--- config.mk ---
export PLATFORM = sky130hd
export DESIGN_NAME = fit_ctrl
export DESIGN_NICKNAME = d
export VERILOG_FILES = /design/src/sv/fit_pkg.sv /design/src/sv/fit_ctrl.sv
export SDC_FILE = /design/constraint.sdc
export NUM_CORES = 1
export LEC_CHECK = 0
export BUFFER_PORTS_ARGS = -buffer_cell sky130_fd_sc_hd__buf_4
export CORE_MARGIN = 1
export CORE_UTILIZATION = 53
export DETAILED_ROUTE_END_ITERATION = 12
export PLACE_DENSITY = 0.88
export SLEW_MARGIN = 20
export SYNTH_ARGS = -nofsm -noshare
export SYNTH_HDL_FRONTEND = slang
export SYNTH_SLANG_ARGS = --single-unit
--- constraint.sdc ---
create_clock -name clock -period 2.3 [get_ports clock]
set_clock_uncertainty 0.2 [all_clocks]
set_input_delay 0.46 -clock clock [delete_from_list [all_inputs] [get_ports clock]]
set_output_delay 0.46 -clock clock [all_outputs]
set_load 0.01 [all_outputs]
--- src/sv/fit_pkg.sv ---
// Shared types and constants for the farthest insertion tour block.
// Used by the controller, the datapath and the top level.
package fit_pkg;

   localparam int DIST_W     = 25;
   localparam int TP_W       = 5;
   localparam int RSP_DATA_W = 8;
   localparam int REQ_DATA_W = 32;
   localparam int IN_COORD_W = 16;

   typedef enum logic [4:0] {
      OP_NOP,
      OP_LOAD,
      OP_D_START,
      OP_D_ROW,
      OP_D_ROWL,
      OP_D_NEXTROW,
      OP_D_RDJ,
      OP_D_DIFF,
      OP_D_SQ,
      OP_D_ROOT,
      OP_D_WR,
      OP_T_INIT,
      OP_F_START,
      OP_F_ISSUE,
      OP_F_DRAIN,
      OP_C_START,
      OP_C_RDNXT,
      OP_C_B,
      OP_C_AM,
      OP_C_MB,
      OP_C_AB,
      OP_C_CMP,
      OP_I_W1,
      OP_I_W2,
      OP_O_START,
      OP_O_EMIT,
      OP_O_ADV,
      OP_O_DONE
   } op_type;

   typedef struct packed {
      logic row_end;
      logic rows_done;
      logic f_last;
      logic root_busy;
      logic wrap;
      logic grow_done;
      logic single;
      logic out_last;
   } status_type;

endpackage

--- src/sv/fit_ctrl.sv ---
// Controller: sequences loading, distance build, insertion rounds and output.
// Depends on fit_pkg.
module fit_ctrl (
   input  logic                clock,
   input  logic                reset,
   input  logic                req_tvalid,
   input  logic                req_tlast,
   output logic                req_tready,
   output logic                rsp_tvalid,
   input  logic                rsp_tready,
   input  fit_pkg::status_type status,
   output fit_pkg::op_type     op
);
   import fit_pkg::*;

   typedef enum logic [4:0] {
      ST_IDLE, ST_D_START, ST_D_ROW, ST_D_ROWL, ST_D_CHK, ST_D_NEXTROW, ST_D_RCHK,
      ST_D_PAIR, ST_D_DIFF, ST_D_SQ, ST_D_ROOTS, ST_D_ROOT, ST_D_WR,
      ST_T_INIT, ST_F_START, ST_F_RUN, ST_F_DRAIN,
      ST_C_START, ST_C_RDNXT, ST_C_B, ST_C_AM, ST_C_MB, ST_C_AB, ST_C_CMP,
      ST_I_W1, ST_I_W2, ST_O_START, ST_O_EMIT, ST_O_WAIT
   } state_type;

   state_type state_ff, state_in;
   logic      ready_ff, valid_ff;

   always_comb begin
      state_in = state_ff;
      op       = OP_NOP;
      unique case (state_ff)
         ST_IDLE: begin
            if (req_tvalid && ready_ff) begin
               op = OP_LOAD;
               if (req_tlast) state_in = ST_D_START;
            end
         end
         ST_D_START:   begin op = OP_D_START; state_in = ST_D_ROW; end
         ST_D_ROW:     begin op = OP_D_ROW; state_in = ST_D_ROWL; end
         ST_D_ROWL:    begin op = OP_D_ROWL; state_in = ST_D_CHK; end
         ST_D_CHK:     state_in = status.row_end ? ST_D_NEXTROW : ST_D_PAIR;
         ST_D_NEXTROW: begin op = OP_D_NEXTROW; state_in = ST_D_RCHK; end
         ST_D_RCHK:    state_in = status.rows_done ? ST_T_INIT : ST_D_ROW;
         ST_D_PAIR:    begin op = OP_D_RDJ; state_in = ST_D_DIFF; end
         ST_D_DIFF:    begin op = OP_D_DIFF; state_in = ST_D_SQ; end
         ST_D_SQ:      begin op = OP_D_SQ; state_in = ST_D_ROOTS; end
         ST_D_ROOTS:   begin op = OP_D_ROOT; state_in = ST_D_ROOT; end
         ST_D_ROOT:    if (!status.root_busy) state_in = ST_D_WR;
         ST_D_WR:      begin op = OP_D_WR; state_in = ST_D_CHK; end
         ST_T_INIT: begin
            op = OP_T_INIT;
            state_in = status.single ? ST_O_START : ST_F_START;
         end
         ST_F_START:   begin op = OP_F_START; state_in = ST_F_RUN; end
         ST_F_RUN: begin
            op = OP_F_ISSUE;
            if (status.f_last) state_in = ST_F_DRAIN;
         end
         ST_F_DRAIN:   begin op = OP_F_DRAIN; state_in = ST_C_START; end
         ST_C_START:   begin op = OP_C_START; state_in = ST_C_RDNXT; end
         ST_C_RDNXT:   begin op = OP_C_RDNXT; state_in = ST_C_B; end
         ST_C_B:       begin op = OP_C_B; state_in = ST_C_AM; end
         ST_C_AM:      begin op = OP_C_AM; state_in = ST_C_MB; end
         ST_C_MB:      begin op = OP_C_MB; state_in = ST_C_AB; end
         ST_C_AB:      begin op = OP_C_AB; state_in = ST_C_CMP; end
         ST_C_CMP: begin
            op = OP_C_CMP;
            state_in = status.wrap ? ST_I_W1 : ST_C_RDNXT;
         end
         ST_I_W1:      begin op = OP_I_W1; state_in = ST_I_W2; end
         ST_I_W2: begin
            op = OP_I_W2;
            state_in = status.grow_done ? ST_O_START : ST_F_START;
         end
         ST_O_START:   begin op = OP_O_START; state_in = ST_O_EMIT; end
         ST_O_EMIT:    begin op = OP_O_EMIT; state_in = ST_O_WAIT; end
         ST_O_WAIT: begin
            if (rsp_tready) begin
               if (status.out_last) begin
                  op = OP_O_DONE; state_in = ST_IDLE;
               end else begin
                  op = OP_O_ADV; state_in = ST_O_EMIT;
               end
            end
         end
         default: state_in = ST_IDLE;
      endcase
   end

   always_ff @(posedge clock) begin
      if (reset) begin
         state_ff <= ST_IDLE;
         ready_ff <= 1'b1;
         valid_ff <= 1'b0;
      end else begin
         state_ff <= state_in;
         ready_ff <= (state_in == ST_IDLE);
         valid_ff <= (state_in == ST_O_WAIT);
      end
   end

   assign req_tready = ready_ff;
   assign rsp_tvalid = valid_ff;
endmodule

**After elaboration in Yosys (flattened, before gate mapping)**

Index checks and enable logic that the tools add are counted.

- Register bits after elaboration: 7
- Output and inout bits: 7
- Logic and storage cells: 52

- Equality and inequality tests: 29
- Multiplexer cells: 16
- Reduce and logical (&&, ||, !) cells: 4

Operators with widths:

| cell | number |
|---|---|
| one-hot mux 5 bit (28 select lines) | 1 |
| one-hot mux 5 bit (26 select lines) | 1 |
| equality test 5 bit, second input constant | 14 |
| two-way mux 5 bit | 9 |
| equality test 5 x 4 -> 1 bit, second input constant | 8 |
| equality test 5 x 3 -> 1 bit, second input constant | 4 |
| equality test 5 x 2 -> 1 bit, second input constant | 2 |
| logical NOT 5 bit | 2 |
| two-way mux 4 bit | 2 |
| equality test 5 x 1 -> 1 bit, second input constant | 1 |
| two-way mux 1 bit | 2 |
| two-way mux 2 bit | 1 |
| OR reduction 2 bit | 1 |
| logical AND 1 bit | 1 |

**Longest topological paths before layout**

- Depth in word-level cells: 4
- Depth in mapped cells: 7
- Depth with buffers taken out: 5

**Worst setup path after synthesis**

OpenSTA, ideal clock, no wires.

- Path type: register to output
- Start: reg state_ff[3]
- End: out op[1]
- Data arrival time: 1.276 ns
- Required time: 1.640 ns
- Slack: 0.364 ns
- Stages on the path, launching flop included: 7
- Buffers on the path: 2
- Cell sequence: dfxtp_1 buf_4 buf_2 nand2b_1 a32oi_1 o21ai_0 o22ai_1

- Word-level cells in the longest chain between the ends: 2

RTL lines:

| what | RTL line | source |
|---|---|---|
| from (decl) | fit_ctrl.sv:24 | `state_type state_ff, state_in;` |
| from (signal assigned) | fit_ctrl.sv:95 | `state_ff <= state_in;` |
| equality test 5 bit (tied with other cells) | fit_ctrl.sv:30 | `unique case (state_ff)` |
| one-hot mux 5 bit (26 select lines) (*) | fit_ctrl.sv:30 |  |
| to (decl) | fit_ctrl.sv:12 | `output fit_pkg::op_type op` |

Mark *: on every way between the ends. The rest lies on a longest branch, timed or not.

**Final worst setup path**

- Start: reg state_ff[0]
- End: out op[2]

Same word-level chain as after synthesis.

==> qor.txt <==
DP Area = 1050 sq um
Most used DFF post-synth = dfxtp_1
kind of critical path = flop to primary output
Synth Instances = 127
Final Hold Fails = 0
kind of cell adding the most delay to the critical path = compound AO/OA/AOI/OAI gates
count of final setup violators = 0
CTS sink count = 7
share of the synthesized area in the top cell type = 15.5%
Root Buffer = clkbuf_4
async set-reset flop share out of synthesis = 0%
Critical R2R Launch = state_ff[0]
commonest non-fill, non-tap cell in the layout = buf_4
WL met1 = 1.04 mm
placed insts = 159
Core Box Area = 1540 sq um
Chip Width = 43.3 um
CP Cell Sequence = clkinvlp_4 > o21ai_0 > a2bb2oi_1 > o21ai_0 > buf_4
yosys warns = 0
DRT Pass-1 Iters = 4
hold endpoint = state_ff[3]
worst reg2reg endpoint = req_tready
DRT Wirelength = 2.66 mm
top layer in use = met4
Layout Nets = 164
Area contributors post-synth = dfxtp_1, a21oi_1, o21ai_0
number of inserted diodes = 0
Simple-Gate Fraction of Synth Area = 32.0%
chip height = 43.3 um
Max VDD drop = 0.000764 V
Initial Util = 58.6%
Worst Path Buf+Inv = 2
Final min period = 2200 ps
delay of the slowest critical-path stage = 410 ps
Rel. slew slack = 74.5%
mux share of post-synthesis cell area = 0%
average cell area after synthesis = 7.11 sq um
DRC errors left = 0
routed len/inst = 16.0 um
crit end category = primary output
Worst Path Arrival = 1540 ps
# IOs = 20
antenna viol nets, final = 0
Clock Latency Late Sink = 250 ps
largest net degree at the start of global routing = 20
DR vias = 1115
Congestion Overflow GR = 0
Slew Limit Fails = 0
main combinational cell family by area after synthesis = compound AO/OA/AOI/OAI gates
metal3 WL = 205 um
P per Cell Area = 1000 nW/um^2
Tot Pwr = 0.00112 W
CTS Hold Bufs = 0
hold_sp = reset
cell repeated most along the worst path = o21ai_0
die area = 1870 sq um
synth unique cells = 47
area share of fa/ha/maj cells after synthesis = 0%
FP Rows = 14
met2 routed WL = 1.34 mm
vias in the first global route = 996
Fin Setup TNS = 0 ps
Slowest-stage cell, CP = dfxtp_2
initial antenna violation count = 0
Post-DP HPWL = 1.97 mm
DRT iter0 DRCs = 79
Seq/Total Area, Yosys = 15.5%
Post-Synthesis Net Count = 140
CTS Buf Count = 3
Final period util = 95.6%
Area growth, synth to finish = 23.8%
post-route insts no fill = 166
Worst Path Required = 1640 ps
Lkg Pwr = 0.457 nW
CTS Buffer Depth = 2
WHS = 201 ps
depth of the CTS H-tree = 1
#FFs+latches synth = 7
worst-path fanout max = 10
Max-cap violations = 0
Multi-input gate area = 668 sq um
status = complete, no violations
Tightest Pin Transition = 381 ps
CTS tree = yes
vias per cell = 6.72
Reg clk slew, reported paths = 60 ps
Port Buf Inserts = 19
register area = 148 sq um
Synth area leader = dfxtp_1
share of post-route cells with drive strength above 1 = 30.7%
Hold Path Depth = 2
number of synthesized flops with an enable pin = 0
first-pass GRT wire length = 4.28 mm
most frequent cells in the layout = buf_4, a21oi_1, o21ai_0, nor2_1, nand2b_1
Mapped Area = 903 sq um
final instance area = 1120 sq um
FILL cells = 126
reg-to-reg slack, setup = 300 ps
fmax = 455 MHz
CP Launch Type = flop
routability cong. = 0.921
complex-gate fraction of the synthesized area = 40.9%
All-Layer GR Usage = 29.2%
depth of the worst register-to-register path = 7
Synth Area in XOR/XNOR = 0%
hold crit path type = input pin to flop
per-layer routing:
| metal | vias up | global-route usage (%) |
|---|---|---|
| met2 | 72 | 48.4 |
| li1 | 528 | - |
| met4 | 0 | 11.5 |
| met5 | - | 0 |
| met1 | 505 | 39.1 |
| met3 | 10 | 1.70 |
synthesized netlist by cell type, drive strengths merged (2+ instances only):
library cell  count
nor3              3
nand2             7
nor2              9
o221ai            2
a2bb2oi           2
o21ai            15
nand3             4
a211oi            3
nand4b            2
dfxtp             7
nor4              2
buf              10
o22ai             2
nand2b            8
a21oi            15
inv               5
clkbuf            2
o31ai             2
and2              2
nor4b             2
a21o              2
cell type report:
class / count / share of cell area (%)
tap: 16 / 1.79
clock buffer: 3 / 2.01
timing repair buffer: 31 / 20.8
inverter: 5 / 2.01
sequential: 7 / 13.2
clock inverter: 1 / 0.447
multi-input combinational: 103 / 59.7
power breakdown:
| group | switching, W | internal, W | leakage [nW] |
|---|---|---|---|
| Sequential | 0.0000951 | 0.000162 | 0.0592 |
| Clock | 0.0000460 | 0.0000635 | 0.0177 |
| Combinational | 0.000394 | 0.000362 | 0.380 |
metrics by stage:
| stage | setup WS, ps | util (%) |
|---|---|---|
| 2_1_floorplan | 364 | - |
| 3_3_place_gp | 214 | 67.9 |
| 5_1_grt | -1.55 | 72.6 |
| 4_1_cts | 33.6 | 70.0 |
| 3_5_place_dp | 174 | 67.9 |
| 6_report | 101 | 72.6 |
repair_timing:
action	4_1_cts	5_1_grt
gates cloned	0	0
buffers inserted	0	3
gates resized for setup	3	5
setup endpoints to repair	2	4
registers in the layout, indices dropped and copies added, names as in the netlist:
signal,count
state_ff,5
req_tready,1
rsp_tvalid,1
worst max-delay path by stage:
stage,start,to,slack (ps),depth (start not counted)
after floorplan,state_ff[3],op[1],360,6
after global placement,state_ff[2],req_tready,210,6
after detailed placement,state_ff[2],req_tready,170,6
after CTS,state_ff[0],op[2],30,5
after global routing,state_ff[0],op[3],-2,6
final,state_ff[0],op[2],100,5
cells by family (layout without fill, tap and decap cells):
logic type	after synthesis	in the layout
flip-flops	7	7
buffers and inverters	17	40
AO/OA/AOI/OAI	56	56
AND/OR/NAND/NOR	47	47
Note: power is estimated with default switching activity, not from simulation.
